**config.mk**
```make
export PLATFORM = sky130hd
export DESIGN_NAME = npc_ctrl
export DESIGN_NICKNAME = d
export VERILOG_FILES = /design/src/rtl/core/npc_pkg.sv /design/src/rtl/core/npc_ctrl.sv
export SDC_FILE = /design/constraint.sdc
export NUM_CORES = 1
export LEC_CHECK = 0
export BUFFER_PORTS_ARGS = -buffer_cell sky130_fd_sc_hd__buf_2
export CORE_ASPECT_RATIO = 0.75
export CORE_MARGIN = 4
export CORE_UTILIZATION = 30
export DETAILED_ROUTE_END_ITERATION = 10
export GPL_ROUTABILITY_DRIVEN = 0
export PLACE_DENSITY = 0.66
export SYNTH_ARGS = -nofsm -noshare
export SYNTH_HDL_FRONTEND = slang
export SYNTH_SLANG_ARGS = --single-unit
```
**constraint.sdc**
```tcl
create_clock -name clk_i -period 2.08 [get_ports clk_i]
set_input_delay 0.208 -clock clk_i [delete_from_list [all_inputs] [get_ports clk_i]]
set_output_delay 0.208 -clock clk_i [all_outputs]
set_load 0.01 [all_outputs]
```
**src/rtl/core/npc_pkg.sv**
```systemverilog
`timescale 1ns / 1ps
// Package for the nearest palette color block: sizes, codes and shared types.
// Used by every module under rtl/core but npc_ram; depends on nothing else.
package npc_pkg;

  // Item and field widths.
  localparam int ChanW  = 8;
  localparam int RgbW   = 3 * ChanW;
  localparam int IdxW   = 8;
  localparam int DistW  = 18;
  localparam int SizeW  = 9;

  // Palette storage is split across a row of cells, each owning a block of entries.
  localparam int PaletteDepth = 256;
  localparam int NumCells     = 8;
  localparam int CellDepth    = PaletteDepth / NumCells;
  localparam int CellAw       = $clog2(CellDepth);
  localparam int CellIdW      = $clog2(NumCells);

  // Distance above any real one (3 * 256 * 256), and the largest real distance.
  localparam logic [DistW-1:0] DistInf = DistW'(3 * 256 * 256);
  localparam logic [DistW-1:0] DistMax = DistW'(3 * 255 * 255);

  // Opcodes carried in tuser.
  localparam logic OpWrite  = 1'b0;
  localparam logic OpLookup = 1'b1;

  // Running best candidate.
  typedef struct packed {
    logic [DistW-1:0] distance;
    logic [IdxW-1:0]  idx;
  } best_t;

  // Control broadcast from the sequencer to every cell.
  typedef struct packed {
    logic              wr_en;
    logic [IdxW-1:0]   wr_addr;
    logic [RgbW-1:0]   wr_data;
    logic              rd_en;
    logic [CellAw-1:0] rd_addr;
    logic              cmp_vld;
    logic [CellAw-1:0] cmp_addr;
    logic              clear;
    logic              drain;
    logic [SizeW-1:0]  count;
    logic [RgbW-1:0]   query;
  } ctrl_t;

endpackage

```
**src/rtl/core/npc_ctrl.sv**
```systemverilog
`timescale 1ns / 1ps
// Sequencer for the palette row: input handshake, palette size register, address
// sweep, drain of the cell chain and the output register. Depends on npc_pkg.
module npc_ctrl
  import npc_pkg::*;
(
  input  logic             clk_i,
  input  logic             rst_ni,
  input  logic             s_axis_tvalid,
  output logic             s_axis_tready,
  input  logic [31:0]      s_axis_tdata,
  input  logic             s_axis_tuser,
  output logic             m_axis_tvalid,
  input  logic             m_axis_tready,
  output logic [31:0]      m_axis_tdata,
  input  logic             cfg_we_i,
  input  logic [SizeW-1:0] cfg_wdata_i,
  input  best_t            tail_i,
  output ctrl_t            ctrl_o
);

  localparam logic [2:0] StIdle  = 3'd0;
  localparam logic [2:0] StSweep = 3'd1;
  localparam logic [2:0] StFlush = 3'd2;
  localparam logic [2:0] StDrain = 3'd3;
  localparam logic [2:0] StLoad  = 3'd4;

  localparam logic [CellAw-1:0] LastAddr  = CellAw'(CellDepth - 1);
  localparam logic [CellAw-1:0] LastDrain = CellAw'(NumCells - 1);
  localparam logic [SizeW-1:0]  SizeMax   = SizeW'(PaletteDepth);

  logic [2:0]        state_d, state_q;
  logic [CellAw-1:0] cnt_d, cnt_q;
  logic [SizeW-1:0]  size_q;
  logic [SizeW-1:0]  count;
  logic [RgbW-1:0]   query_q;
  logic              rd_vld_q, cmp_vld_q;
  logic [CellAw-1:0] rd_addr_q, cmp_addr_q;
  logic              accept, start, load;
  logic              out_vld_q;
  best_t             out_q;

  assign s_axis_tready = (state_q == StIdle);
  assign accept        = s_axis_tvalid && s_axis_tready;
  assign start         = accept && (s_axis_tuser == OpLookup);
  assign load          = (state_q == StLoad) && (!out_vld_q || m_axis_tready);

  // Palette size register.
  always_ff @(posedge clk_i or negedge rst_ni) begin
    if (!rst_ni) begin
      size_q <= SizeMax;
    end else if (cfg_we_i) begin
      size_q <= cfg_wdata_i;
    end
  end

  // Zero searches entry 0 alone; anything past the store saturates.
  always_comb begin
    if (size_q == '0) begin
      count = SizeW'(1);
    end else if (size_q > SizeMax) begin
      count = SizeMax;
    end else begin
      count = size_q;
    end
  end

  // Query pixel is held for the whole search.
  always_ff @(posedge clk_i) begin
    if (start) begin
      query_q <= s_axis_tdata[31:8];
    end
  end

  // Sequencer: sweep the cell addresses, let the distance pipe empty, drain the chain.
  always_comb begin
    state_d = state_q;
    cnt_d   = cnt_q;
    case (state_q)
      StIdle: begin
        if (start) begin
          state_d = StSweep;
          cnt_d   = '0;
        end
      end
      StSweep: begin
        cnt_d = cnt_q + 1'b1;
        if (cnt_q == LastAddr) begin
          state_d = StFlush;
          cnt_d   = '0;
        end
      end
      StFlush: begin
        cnt_d = cnt_q + 1'b1;
        if (cnt_q[0]) begin
          state_d = StDrain;
          cnt_d   = '0;
        end
      end
      StDrain: begin
        cnt_d = cnt_q + 1'b1;
        if (cnt_q == LastDrain) begin
          state_d = StLoad;
          cnt_d   = '0;
        end
      end
      StLoad: begin
        if (load) begin
          state_d = StIdle;
        end
      end
      default: begin
        state_d = StIdle;
        cnt_d   = '0;
      end
    endcase
  end

  always_ff @(posedge clk_i or negedge rst_ni) begin
    if (!rst_ni) begin
      state_q <= StIdle;
      cnt_q   <= '0;
    end else begin
      state_q <= state_d;
      cnt_q   <= cnt_d;
    end
  end

  // Read-to-compare tag pipeline: RAM read register, then distance register.
  always_ff @(posedge clk_i or negedge rst_ni) begin
    if (!rst_ni) begin
      rd_vld_q  <= 1'b0;
      cmp_vld_q <= 1'b0;
    end else begin
      rd_vld_q  <= (state_q == StSweep);
      cmp_vld_q <= rd_vld_q;
    end
  end

  always_ff @(posedge clk_i) begin
    rd_addr_q  <= cnt_q;
    cmp_addr_q <= rd_addr_q;
  end

  // Broadcast to the cells.
  always_comb begin
    ctrl_o          = '0;
    ctrl_o.wr_en    = accept && (s_axis_tuser == OpWrite);
    ctrl_o.wr_addr  = s_axis_tdata[7:0];
    ctrl_o.wr_data  = s_axis_tdata[31:8];
    ctrl_o.rd_en    = (state_q == StSweep);
    ctrl_o.rd_addr  = cnt_q;
    ctrl_o.cmp_vld  = cmp_vld_q;
    ctrl_o.cmp_addr = cmp_addr_q;
    ctrl_o.clear    = start;
    ctrl_o.drain    = (state_q == StDrain);
    ctrl_o.count    = count;
    ctrl_o.query    = query_q;
  end

  // Output register: holds a finished word until the receiver takes it.
  always_ff @(posedge clk_i or negedge rst_ni) begin
    if (!rst_ni) begin
      out_vld_q <= 1'b0;
    end else if (load) begin
      out_vld_q <= 1'b1;
    end else if (m_axis_tready) begin
      out_vld_q <= 1'b0;
    end
  end

  always_ff @(posedge clk_i) begin
    if (load) begin
      out_q <= tail_i;
    end
  end

  assign m_axis_tvalid = out_vld_q;
  assign m_axis_tdata  = {6'b0, out_q.distance, out_q.idx};

endmodule

```
==> results.yml <==
run_status:
  status: "finished clean"
placed_design:
  port_buffers: 164
  dp_hpwl_um: 5210
  place_inst: 452
routing:
  drt_iter0_drc: 138
  viasPerCell: 4.15
  wire_per_inst_um: 14.3
  drc_errors: 0
  first_pass_iters: 4
  wl_um: 6700
  antenna_left: 0
  vias: 1946
setup_path:
  worstPathArrival_ps: 1740
  worstPathRequired_ps: 1870
  worstPathMaxFanout: 25
  path_class: "reg -> out"
  cpPeakStageDelay_ps: 530
  worstSetupStartpointType: "register"
  end_kind: "output port"
  cp_cell_sequence: "nor3_2 > and3_1 > buf_6 > buf_2"
  cpMaxStageDelayCell: "dfrtp_1"
die:
  die_x_um: 125
  core-area_um2: 9850
  die_area_um2: 12000
  floorplan.initialDensity_pct: 31.4
  ios: 187
  rows: 31
  die_y_um: 95.9
finish:
  multiInputGateArea_um2: 561
  fillers: 941
  fin_nets: 408
  regArea_um2: 2200
  areaGrowthSynthToFinish_pct: 32.4
  stdcell_count: 469
  drive_gt1_share_pct: 57.9
  antennaDiodeCount: 0
yosys:
  ys.flop_type: "edfxtp_1"
  syn_area_per_cell_um2: 15.9
  ys_warn_count: 0
  synth_edf_count: 50
  netlist_instances: 194
  synth.most_common_cell: "edfxtp_1"
  ys_seq_area_share_pct: 71.3
  syn_area_um2: 3090
  ys_types: 45
  ys_async_sr_fraction_pct: 25.0
  synth_top_area_cell: "edfxtp_1"
  synth_top_area_share_pct: 48.6
  ys_top_cells_by_area: "edfxtp_1 49%, dfrtp_1 15%, buf_4 10%, dfxtp_1 6.5%, mux2_1 3.3%"
  ys_ff_latch: 80
  synth_commonest_cells: "50 x edfxtp_1, 42 x buf_4, 19 x dfrtp_1"
power_and_ir_drop:
  ir_drop_v: 0.000414
  p_leak_nw: 1.84
  p_per_area_nw_per_um2: 1130
sta:
  setup_viol: 0
  layout_min_cycle_time_ps: 1940
  hold_ws_ps: 44.6
  period_share_pct: 93.5
  fin_skew_ps: 7.73
  setup-tns-final_ps: 0
  hold_viol: 0
  rsz0062_at_grt: "no"
  maxSlewViolCount: 0
  max_clock_freq_mhz: 514
global_route:
  track_usage_pct: 10.9
  grt_pass1_vias: 1890
  grt_pass1_wl_um: 10100
  antenna_found_initial: 0
  gr-total-overflow: 0
  grt_max_degree: 27
flow_run:
  drv_cap: 0
clock_tree:
  cts_buffers: 9
  clkTransAtPathRegs_ps: 60
  clockBufferDepth: 2
  postCtsSetupBuffers: 0
  cts.sinks: 80
  clkLatencyLatePin_ps: 330
  cts_root_buf: "clkbuf_16"
  cts_max_level: 3
  cts_tree: "built"
worst_hold_path:
  hold_path.class: "in -> reg"
stage by stage:
stage | utilization (%) | worst slack [ps] | total power [mW] | cell area [um^2]
6_report | 41.6 | 136 | 4.62 | 4090
3_5_place_dp | 38.3 | 362 | 3.10 | 3780
4_1_cts | 41.5 | 47.8 | 4.70 | 4090
3_3_place_gp | 38.3 | 424 | 3.08 | 3780
5_1_grt | 41.6 | 20.6 | 4.92 | 4090
2_1_floorplan | - | 93.6 | 2.77 | 3110
final cells by class:
type	count	area share, %
timing repair buffer	167	20.8
inverter	3	0.275
clock buffer	9	5.50
tap	132	4.03
sequential	80	53.8
multi-input combinational	71	13.7
clock inverter	7	1.93
where the power goes:
| part | internal [mW] | switching (mW) | total, mW |
|---|---|---|---|
| logic | 0.435 | 0.473 | 0.908 |
| clock network | 0.940 | 0.625 | 1.57 |
| registers | 1.94 | 0.210 | 2.15 |
| total | 3.31 | 1.31 | 4.62 |
worst max-delay path: cells and delay by family (launching register included):
kind                   cells  cell delay (ps)
buffers and inverters      2              410
and+or+nand+nor            2              460
DFF                        1              530
logic make-up after synthesis:
group / share of synthesized area [%]
AOI/OAI and AO/OA: 4.65
xor gates and xnor gates: 0.283
adders and majority gates: 1.21
buffers and inverters: 11.2
DFF: 71.3
muxes: 3.28
other: 0.121
and+or+nand+nor: 7.97
routing by layer:
metal / global-route usage [%] / part of all wire [%] / up-vias
li1: - / - / 928
met1: 12.7 / 40 / 908
met2: 18.0 / 49 / 103
met3: 5.10 / 9.9 / 7
met4: 3.52 / 1.2 / 0
met5: 0 / 0 / -
state kept, by name, summed over array words and instances (netlist names):
register,count
query_q,24
rd_vld_q,1
cnt_q,5
rd_addr_q,5
m_axis_tvalid,1
cmp_vld_q,1
state_q,3
size_q,9
m_axis_tdata,26
cmp_addr_q,5
cell usage in the layout, fill, tap and decap left out, types with 3 or more instances in the layout:
cell type,instances
edfxtp_1,50
and3_1,3
dfxtp_1,10
nand2_1,3
inv_1,3
o32ai_1,3
nor2_1,3
nor2b_1,8
conb_1,6
ha_1,3
dfrtp_1,19
a21oi_1,3
mux2_1,9
buf_2,164
clkbuf_16,9
path summary, 6_finish.rpt:
| check | startpoint | end | slack [ps] | cells after the start |
|---|---|---|---|---|
| worst max-delay path | state_q[0] | ctrl_o[34] | 140 | 4 |
| worst min-delay path | tail_i[7] | m_axis_tdata[7] | 40 | 1 |
| worst max register to register | cnt_q[0] | state_q[0] | 320 | 6 |
| worst min register to register | rd_addr_q[1] | cmp_addr_q[1] | 330 | 0 |
| max in group asynchronous | rst_ni | size_q[8] | 1360 | 2 |
| min in group asynchronous | rst_ni | m_axis_tvalid | 370 | 2 |
repair_timing:
item                                   4_1_cts  5_1_grt
gates resized for setup                      0        1
hold buffers                                 1        0
setup endpoints to repair                    0        1
endpoints found under the hold margin       19        0
Power figures use the tool's default switching activity.
