[src/rtl/core/npc_pkg.sv]
`timescale 1ns / 1ps
// Package for the nearest palette color block: sizes, codes and shared types.
// Used by every module under rtl/core but npc_ram; depends on nothing else.
package npc_pkg;

  // Item and field widths.
  localparam int ChanW  = 8;
  localparam int RgbW   = 3 * ChanW;
  localparam int IdxW   = 8;
  localparam int DistW  = 18;
  localparam int SizeW  = 9;

  // Palette storage is split across a row of cells, each owning a block of entries.
  localparam int PaletteDepth = 256;
  localparam int NumCells     = 8;
  localparam int CellDepth    = PaletteDepth / NumCells;
  localparam int CellAw       = $clog2(CellDepth);
  localparam int CellIdW      = $clog2(NumCells);

  // Distance above any real one (3 * 256 * 256), and the largest real distance.
  localparam logic [DistW-1:0] DistInf = DistW'(3 * 256 * 256);
  localparam logic [DistW-1:0] DistMax = DistW'(3 * 255 * 255);

  // Opcodes carried in tuser.
  localparam logic OpWrite  = 1'b0;
  localparam logic OpLookup = 1'b1;

  // Running best candidate.
  typedef struct packed {
    logic [DistW-1:0] distance;
    logic [IdxW-1:0]  idx;
  } best_t;

  // Control broadcast from the sequencer to every cell.
  typedef struct packed {
    logic              wr_en;
    logic [IdxW-1:0]   wr_addr;
    logic [RgbW-1:0]   wr_data;
    logic              rd_en;
    logic [CellAw-1:0] rd_addr;
    logic              cmp_vld;
    logic [CellAw-1:0] cmp_addr;
    logic              clear;
    logic              drain;
    logic [SizeW-1:0]  count;
    logic [RgbW-1:0]   query;
  } ctrl_t;

endpackage

[src/rtl/core/npc_ram.sv]
`timescale 1ns / 1ps
// Generic simple dual-port RAM with registered read data.
// Stand-alone; no package needed.
module npc_ram #(
  parameter int WIDTH = 24,
  parameter int DEPTH = 32
) (
  input  logic                     clk_i,
  input  logic                     we_i,
  input  logic [$clog2(DEPTH)-1:0] waddr_i,
  input  logic [WIDTH-1:0]         wdata_i,
  input  logic                     re_i,
  input  logic [$clog2(DEPTH)-1:0] raddr_i,
  output logic [WIDTH-1:0]         rdata_o
);

  logic [WIDTH-1:0] mem_q [DEPTH];
  logic [WIDTH-1:0] rdata_q;

  // One write port and one registered read port.
  always_ff @(posedge clk_i) begin
    if (we_i) begin
      mem_q[waddr_i] <= wdata_i;
    end
    if (re_i) begin
      rdata_q <= mem_q[raddr_i];
    end
  end

  assign rdata_o = rdata_q;

endmodule

[src/rtl/core/npc_cell.sv]
`timescale 1ns / 1ps
// One cell of the palette row: a block of entries, a distance unit, a local best
// and a link register toward the next cell. Depends on npc_pkg and npc_ram.
module npc_cell
  import npc_pkg::*;
(
  input  logic               clk_i,
  input  logic               rst_ni,
  input  logic [CellIdW-1:0] cell_id_i,
  input  ctrl_t              ctrl_i,
  input  best_t              prev_i,
  output best_t              next_o
);

  logic              wr_sel;
  logic [RgbW-1:0]   entry;
  logic [ChanW-1:0]  dr, dg, db;
  logic [DistW-1:0]  dist_d, dist_q;
  logic [IdxW-1:0]   cand_idx;
  logic              cand_en;
  best_t             local_q;
  best_t             link_q;

  // Entries of this cell: the upper index bits select the cell.
  assign wr_sel = ctrl_i.wr_en && (ctrl_i.wr_addr[IdxW-1 -: CellIdW] == cell_id_i);

  npc_ram #(
    .WIDTH(RgbW),
    .DEPTH(CellDepth)
  ) u_ram (
    .clk_i   (clk_i),
    .we_i    (wr_sel),
    .waddr_i (ctrl_i.wr_addr[CellAw-1:0]),
    .wdata_i (ctrl_i.wr_data),
    .re_i    (ctrl_i.rd_en),
    .raddr_i (ctrl_i.rd_addr),
    .rdata_o (entry)
  );

  // Absolute channel differences and the sum of their squares.
  always_comb begin
    dr = (entry[23:16] > ctrl_i.query[23:16]) ? entry[23:16] - ctrl_i.query[23:16]
                                              : ctrl_i.query[23:16] - entry[23:16];
    dg = (entry[15:8] > ctrl_i.query[15:8]) ? entry[15:8] - ctrl_i.query[15:8]
                                            : ctrl_i.query[15:8] - entry[15:8];
    db = (entry[7:0] > ctrl_i.query[7:0]) ? entry[7:0] - ctrl_i.query[7:0]
                                          : ctrl_i.query[7:0] - entry[7:0];
    dist_d = DistW'(dr) * DistW'(dr) + DistW'(dg) * DistW'(dg) + DistW'(db) * DistW'(db);
  end

  always_ff @(posedge clk_i) begin
    dist_q <= dist_d;
  end

  // The compared entry takes part only if its index is below the palette size.
  assign cand_idx = {cell_id_i, ctrl_i.cmp_addr};
  assign cand_en  = {1'b0, cand_idx} < ctrl_i.count;

  // Local best over this cell's entries; strict less keeps the lowest index on ties.
  always_ff @(posedge clk_i or negedge rst_ni) begin
    if (!rst_ni) begin
      local_q <= '{distance: DistInf, idx: '0};
    end else if (ctrl_i.clear) begin
      local_q <= '{distance: DistInf, idx: '0};
    end else if (ctrl_i.cmp_vld && cand_en && (dist_q < local_q.distance)) begin
      local_q <= '{distance: dist_q, idx: cand_idx};
    end
  end

  // Link toward the next cell; the lower-index side wins ties.
  always_ff @(posedge clk_i or negedge rst_ni) begin
    if (!rst_ni) begin
      link_q <= '{distance: DistInf, idx: '0};
    end else if (ctrl_i.clear) begin
      link_q <= '{distance: DistInf, idx: '0};
    end else if (ctrl_i.drain) begin
      link_q <= (prev_i.distance <= local_q.distance) ? prev_i : local_q;
    end
  end

  assign next_o = link_q;

endmodule

[config.mk]
export PLATFORM = sky130hd
export DESIGN_NAME = npc_cell
export DESIGN_NICKNAME = d
export VERILOG_FILES = /design/src/rtl/core/npc_pkg.sv /design/src/rtl/core/npc_ram.sv /design/src/rtl/core/npc_cell.sv
export SDC_FILE = /design/constraint.sdc
export NUM_CORES = 1
export LEC_CHECK = 0
export BUFFER_PORTS_ARGS = -buffer_cell sky130_fd_sc_hd__buf_4
export CAP_MARGIN = 15
export CORE_MARGIN = 5
export CORE_UTILIZATION = 53
export CTS_BUF_LIST = sky130_fd_sc_hd__clkbuf_8 sky130_fd_sc_hd__clkbuf_16
export CTS_CLUSTER_DIAMETER = 150
export DETAILED_ROUTE_END_ITERATION = 7
export PLACE_DENSITY = 0.72
export SLEW_MARGIN = 5
export SYNTH_ARGS = -nofsm -noshare
export SYNTH_HDL_FRONTEND = slang
export SYNTH_HIERARCHICAL = 1
export SYNTH_SLANG_ARGS = --single-unit
export TNS_END_PERCENT = 20
[constraint.sdc]
create_clock -name clk_i -period 7.78 [get_ports clk_i]
set_clock_uncertainty 0.1 [all_clocks]
set_input_delay 0.389 -clock clk_i [delete_from_list [all_inputs] [get_ports clk_i]]
set_output_delay 0.389 -clock clk_i [all_outputs]
set_load 0.03 [all_outputs]
==> results of run 1 <==
worst paths after layout:
path / cells past startpoint / slack [ns] / end / startpoint
worst max-delay path: 33 / -0.24 / dist_q[17] / u_ram/rdata_o[16]
worst min-delay path: 3 / 0.04 / next_o[13] / prev_i[13]
worst max register to register: 33 / -0.24 / dist_q[17] / u_ram/rdata_o[16]
worst min register to register: 2 / 0.38 / local_q[13] / dist_q[5]
max in group asynchronous: 2 / 6.87 / next_o[19] / rst_ni
min in group asynchronous: 2 / 0.27 / local_q[2] / rst_ni
metal layers:
layer / part of all wire, % / GRT usage (%)
met3: 5.8 / 3.67
met5: 0 / 0
met1: 39 / 27.3
met2: 53 / 40.2
met4: 3.1 / 6.92
placed cells by master, fill, tap and decap left out, types with 86 or more instances in the layout:
cell type	n
a21oi_1	103
edfxtp_1	792
nor2_1	111
inv_1	318
fa_1	133
mux2i_1	443
nand2_1	100
clkbuf_16	86
ha_1	160
buf_4	361
timing repair:
item,4_1_cts,5_1_grt
setup endpoints to repair,8,9
hold endpoints to repair,71,0
pin swaps,22,19
resized for setup,33,24
setup buffers,9,5
hold buffers,24,0
registers in the layout, indices dropped and copies added (netlist names):
register	count
u_ram/mem_q	768
dist_q	18
local_q	26
next_o	26
u_ram/rdata_o	24
area by class of cell:
cell class	instances	area share (%)
Sequential cell	862	52.0
Clock buffer	88	4.46
Timing Repair Buffer	389	6.15
Multi-Input combinational cell	1686	31.3
Clock inverter	67	1.03
Inverter	304	2.33
Tap cell	1050	2.69
kinds of logic (layout without fill, tap and decap cells):
group / Yosys count / in the layout / share of synthesized area, %
simple gates: 512 / 512 / 5.80
xor+xnor: 37 / 37 / 0.805
compound gates: 379 / 379 / 6.16
buf+inv: 431 / 848 / 4.50
mux: 454 / 454 / 10.8
flops: 862 / 862 / 60.4
fa+ha+maj: 304 / 304 / 11.5
worst register-to-register path, delay by kind of cell (launching register included):
kind                     cells  cell delay (ns)
XOR/XNOR                     2             0.30
buffers and inverters        7             0.50
AO/OA/AOI/OAI                9             1.49
AND/OR/NAND/NOR              4             0.72
multiplexers                 1             0.33
flip-flops                   1             0.38
adder cells (fa/ha/maj)     10             4.19
stage by stage:
stage	hold slack (ns)	cells	utilization, %	TNS, ns	cell area (sq um)
after global routing	0.0282	4446	62.0	-2.52	48900
after floorplan	-0.00659	2979	-	-0.000353	42300
after global placement	0.361	4253	57.8	-1.41	45600
final	0.0401	4446	62.0	-0.395	48900
after detailed placement	0.371	4253	57.8	-2.17	45600
after CTS	0.00419	4441	61.8	-0.476	48700
==> flow_metrics.env, run 1 <==
export IMPL_yosysWarningCount=6
export IMPL_vias=25113
export IMPL_crit_type="register to register"
export IMPL_n_antenna_cell=0
export IMPL_rows=103
export IMPL_max_freq_mhz=125
export IMPL_antenna_found_initial=0
export IMPL_syn_nets=3394
export IMPL_synth_cell_types=75
export IMPL_vias_per_cell=5.65
export IMPL_die_h_um=292
export IMPL_track_usage_pct=22.2
export IMPL_cp_max_fo=4
export IMPL_route_detailed_drc=0
export IMPL_worstPathRequired_ns=8.24
export IMPL_slew_viol_final=0
export IMPL_gp_congestion=0.915
export IMPL_dp_slack_ns=-0.610
export IMPL_clock_path_buffers=3
export IMPL_finalSetupViolCount=3
export IMPL_worstSetupStartpointType="register"
export IMPL_min_path_type="input port to register"
export IMPL_hold_viol_final=0
export IMPL_area_delta_synth_final_pct=16.1
export IMPL_wl_per_cell_um=21.8
export IMPL_violations="setup timing"
export IMPL_rsz0062_at_grt="yes"
export IMPL_sequential_cell_area_sq_um=25400
export IMPL_crit_path_end_kind="register"
export IMPL_synth_seq_cells=862
export IMPL_hpwl_mm=61.7
export IMPL_cap_violations=0
export IMPL_netlist_area_sq_um=42100
export IMPL_async_flop_share_pct=6.03
export IMPL_wl_mm=96.9
export IMPL_cts_tree="yes"
export IMPL_cts_root_buf="clkbuf_16"
export IMPL_drive_above_1_share_pct=18.1
export IMPL_max_stage_delay_ns=0.53
export IMPL_io_buffers=136
export IMPL_synth_top_area_share_pct=56.4
export IMPL_pin_count=137
export IMPL_dieWidth_um=292
export IMPL_initial_core_util_pct=53.4
export IMPL_dr_pass1_iters=6
export IMPL_avgSynthCellArea_sq_um=14.1
export IMPL_cp_top_family="adder cells"
export IMPL_cts_sinks=862
export IMPL_overflow=0
export IMPL_synth_area_leaders="edfxtp_1 56%, mux2i_1 11%, fa_1 6.6%"
export IMPL_yosysTopAreaCell="edfxtp_1"
export IMPL_grt_max_degree=107
export IMPL_clk_pin_slew_worst_paths_ns=0.06
export IMPL_fin_crit_ns=8.02
export IMPL_cts_htree_levels=3
export IMPL_multi_input_area_sq_um=15300
export IMPL_cp_num_buf_inv=7
export IMPL_fillers=5785
export IMPL_slew_headroom_pct=28.9
export IMPL_cp_common_cell="fa_1"
export IMPL_ys_top_cells_by_count="792 x edfxtp_1, 446 x mux2i_1, 302 x inv_1"
export IMPL_yosysMostFrequentCell="edfxtp_1"
export IMPL_grt_pass1_vias=26465
export IMPL_fin_nets=3744
export IMPL_drtAntennaViolNets=0
export IMPL_yosysSeqAreaShare_pct=60.4
export IMPL_drt_iter0_drc=1578
export IMPL_die_area_sq_um=85200
export IMPL_crit_slowest_cell="fa_1"
export IMPL_synth_edff_count=792
export IMPL_insertion_delay_ns=0.65
export IMPL_ys_flop_type="edfxtp_1"
export IMPL_finalCritPeriodShare_pct=103
export IMPL_critPathArrivalTime_ns=8.48
export IMPL_numCtsBuffers=86
export IMPL_fin_ws_ns=-0.239
export IMPL_grt_pass1_wl_mm=148
export IMPL_core_sq_um=78900
export IMPL_worstMarginPinSlew_ns=1.07
export IMPL_outcome="complete, but fails checks"
export IMPL_syn_inst=2979
Power of run 1 is not shown: default switching activity piles up to over one toggle a cycle in this logic, so the estimate is an artifact.
==> run 2, diff against run 1 <==
--- a/config.mk
+++ b/config.mk
@@ -12,7 +12,7 @@
 export CTS_BUF_LIST = sky130_fd_sc_hd__clkbuf_8 sky130_fd_sc_hd__clkbuf_16
 export CTS_CLUSTER_DIAMETER = 150
 export DETAILED_ROUTE_END_ITERATION = 7
-export PLACE_DENSITY = 0.72
+export PLACE_DENSITY = 0.7
 export SLEW_MARGIN = 5
 export SYNTH_ARGS = -nofsm -noshare
 export SYNTH_HDL_FRONTEND = slang
==> constraint.sdc (replaced) <==
create_clock -name clk_i -period 7.5 [get_ports clk_i]
set_clock_uncertainty 0.1 [all_clocks]
set_input_delay 0.375 -clock clk_i [delete_from_list [all_inputs] [get_ports clk_i]]
set_output_delay 0.375 -clock clk_i [all_outputs]
set_load 0.03 [all_outputs]
==> run 2 against run 1 <==
The run still ends with setup timing left. Global-route usage is 0.47 points higher. Via count is 0.88% higher. Cell count is 0.76% higher. Flip-flop and latch count stayed put. Wire length is 0.81% higher. Die area stayed put. Worst setup slack worse by 0.41 ns. Cell area is 0.74% higher. Core utilization is 0.46 points higher. Fmax is 1.6% lower. Critical path depth is 2 lower. Worst hold slack worse by 0.010 ns. Critical path type unchanged.
==> flow_metrics.env, run 2 (same netlist as run 1, synthesis figures left out) <==
export IMPL_fin_nets=3776
export IMPL_cp_common_cell="inv_1"
export IMPL_hold_viol_final=0
export IMPL_min_path_type="input port to register"
export IMPL_route_detailed_drc=0
export IMPL_rows=103
export IMPL_cp_max_fo=4
export IMPL_outcome="complete, but fails checks"
export IMPL_layout_commonest_cell="edfxtp_1"
export IMPL_cap_violations=0
export IMPL_fillers=5822
export IMPL_critPathArrivalTime_ns=8.58
export IMPL_worstMarginPinSlew_ns=1.07
export IMPL_core_sq_um=78900
export IMPL_drtAntennaViolNets=0
export IMPL_overflow=0
export IMPL_largest_register_ffs=768
export IMPL_dieWidth_um=292
export IMPL_initial_core_util_pct=53.4
export IMPL_cts_sinks=862
export IMPL_vias_per_cell=5.66
export IMPL_clock_path_buffers=3
export IMPL_cts_htree_levels=3
export IMPL_cts_root_buf="clkbuf_16"
export IMPL_cts_tree="yes"
export IMPL_fin_ws_ns=-0.648
export IMPL_worstSetupStartpointType="register"
export IMPL_ff2ff_path_depth=31
export IMPL_pin_count=137
export IMPL_grt_util_met2_pct=40.7
export IMPL_busiest_layer="met2"
export IMPL_largest_register="u_ram/mem_q"
export IMPL_violations="setup timing"
export IMPL_crit_slowest_cell="fa_2"
export IMPL_io_buffers=136
export IMPL_final_core_util_pct=62.5
export IMPL_finalCritPeriodShare_pct=109
export IMPL_endpoint="dist_q[16]"
export IMPL_fin_crit_ns=8.15
export IMPL_grt_pass1_wl_mm=152
export IMPL_clk_pin_slew_worst_paths_ns=0.06
export IMPL_crit_path_start="u_ram/rdata_o[16]"
export IMPL_worstPathRequired_ns=7.93
export IMPL_grt_max_degree=134
export IMPL_crit_type="register to register"
export IMPL_wl_mm=97.7
export IMPL_final_cell_mix="792 x edfxtp_1, 441 x mux2i_1, 390 x buf_4"
export IMPL_r2r_setup_slack_ns=-0.65
export IMPL_finalSetupViolCount=10
export IMPL_vias=25335
export IMPL_dp_slack_ns=-1.00
export IMPL_die_area_sq_um=85200
export IMPL_area_delta_synth_final_pct=16.9
export IMPL_track_usage_pct=22.6
export IMPL_slew_headroom_pct=28.9
export IMPL_met3_usage_pct=2.98
export IMPL_rr_startpoint="u_ram/rdata_o[16]"
export IMPL_whs_ns=0.0297
export IMPL_crit_path_end_kind="register"
export IMPL_insertion_delay_ns=0.65
export IMPL_max_freq_mhz=123
export IMPL_die_h_um=292
export IMPL_dr_pass1_iters=5
export IMPL_drt_iter0_drc=1623
export IMPL_drive_above_1_share_pct=19.0
export IMPL_gp_congestion=0.916
export IMPL_rsz0062_at_grt="yes"
export IMPL_grt_pass1_vias=26564
export IMPL_slew_viol_final=0
export IMPL_max_stage_delay_ns=0.56
export IMPL_numCtsBuffers=87
export IMPL_hpwl_mm=62.4
export IMPL_grt_use_met1_pct=29.5
export IMPL_antenna_found_initial=1
export IMPL_wl_per_cell_um=21.8
export IMPL_rr_endpoint="dist_q[16]"
[run 2: changes by cell type in the layout (fill, tap and decap cells not counted), sizes merged]
cell | previous run | this run
buf | 365 | 394
inv | 322 | 317
clkinv | 42 | 46
bufinv | 4 | 7
dlygate4sd3 | 24 | 26
diode | 0 | 1
[run 2: metrics by stage]
| step | cell area (sq um) | cells | setup TNS, ns |
|---|---|---|---|
| 2_1_floorplan | 42300 | 2979 | -0.770 |
| 3_3_place_gp | 45800 | 4274 | -4.12 |
| 3_5_place_dp | 45800 | 4274 | -6.68 |
| 4_1_cts | 49000 | 4466 | -3.63 |
| 5_1_grt | 49300 | 4480 | -6.87 |
| 6_report | 49300 | 4480 | -3.97 |
[run 2: cell type report]
type | count | area (sq um) | area share (%)
Timing Repair Buffer | 420 | 3250 | 6.59
Sequential cell | 862 | 25400 | 51.6
Inverter | 304 | 1140 | 2.32
Antenna cell | 1 | 2.50 | 0.00508
Clock buffer | 88 | 2200 | 4.47
Clock inverter | 69 | 611 | 1.24
Tap cell | 1050 | 1310 | 2.67
Multi-Input combinational cell | 1686 | 15300 | 31.1
[run 2: critical path, delay by kind of cell (launching register included)]
family | cells | cell delay [ns]
fa+ha+maj | 10 | 4.37
compound gates | 9 | 1.90
buf+inv | 7 | 0.55
xor+xnor | 2 | 0.41
flops | 1 | 0.38
simple gates | 3 | 0.33
[run 2: metal layers]
layer	vias up	part of all wire, %
met5	-	0
li1	11594	-
met3	152	5.0
met1	12928	40
met4	0	2.1
met2	661	52
[run 2: how the worst min path moves through the flow]
stage	startpoint	to	depth (start not counted)
after detailed placement	rst_ni	next_o[3]	1
after floorplan	rst_ni	local_q[0]	0
after CTS	ctrl_i[59]	u_ram/mem_q[7][12]	1
after global placement	rst_ni	local_q[3]	1
final	prev_i[14]	next_o[14]	3
after global routing	ctrl_i[60]	u_ram/mem_q[3][13]	1
[run 2: timing repair]
| action | in CTS | in global routing |
|---|---|---|
| setup endpoints to repair | 11 | 11 |
| hold endpoints to repair | 72 | 1 |
| setup buffers | 10 | 12 |
| pin swaps | 22 | 32 |
| hold buffers | 25 | 1 |
| gates resized for setup | 23 | 34 |
Power of run 2 is left out for the same reason.
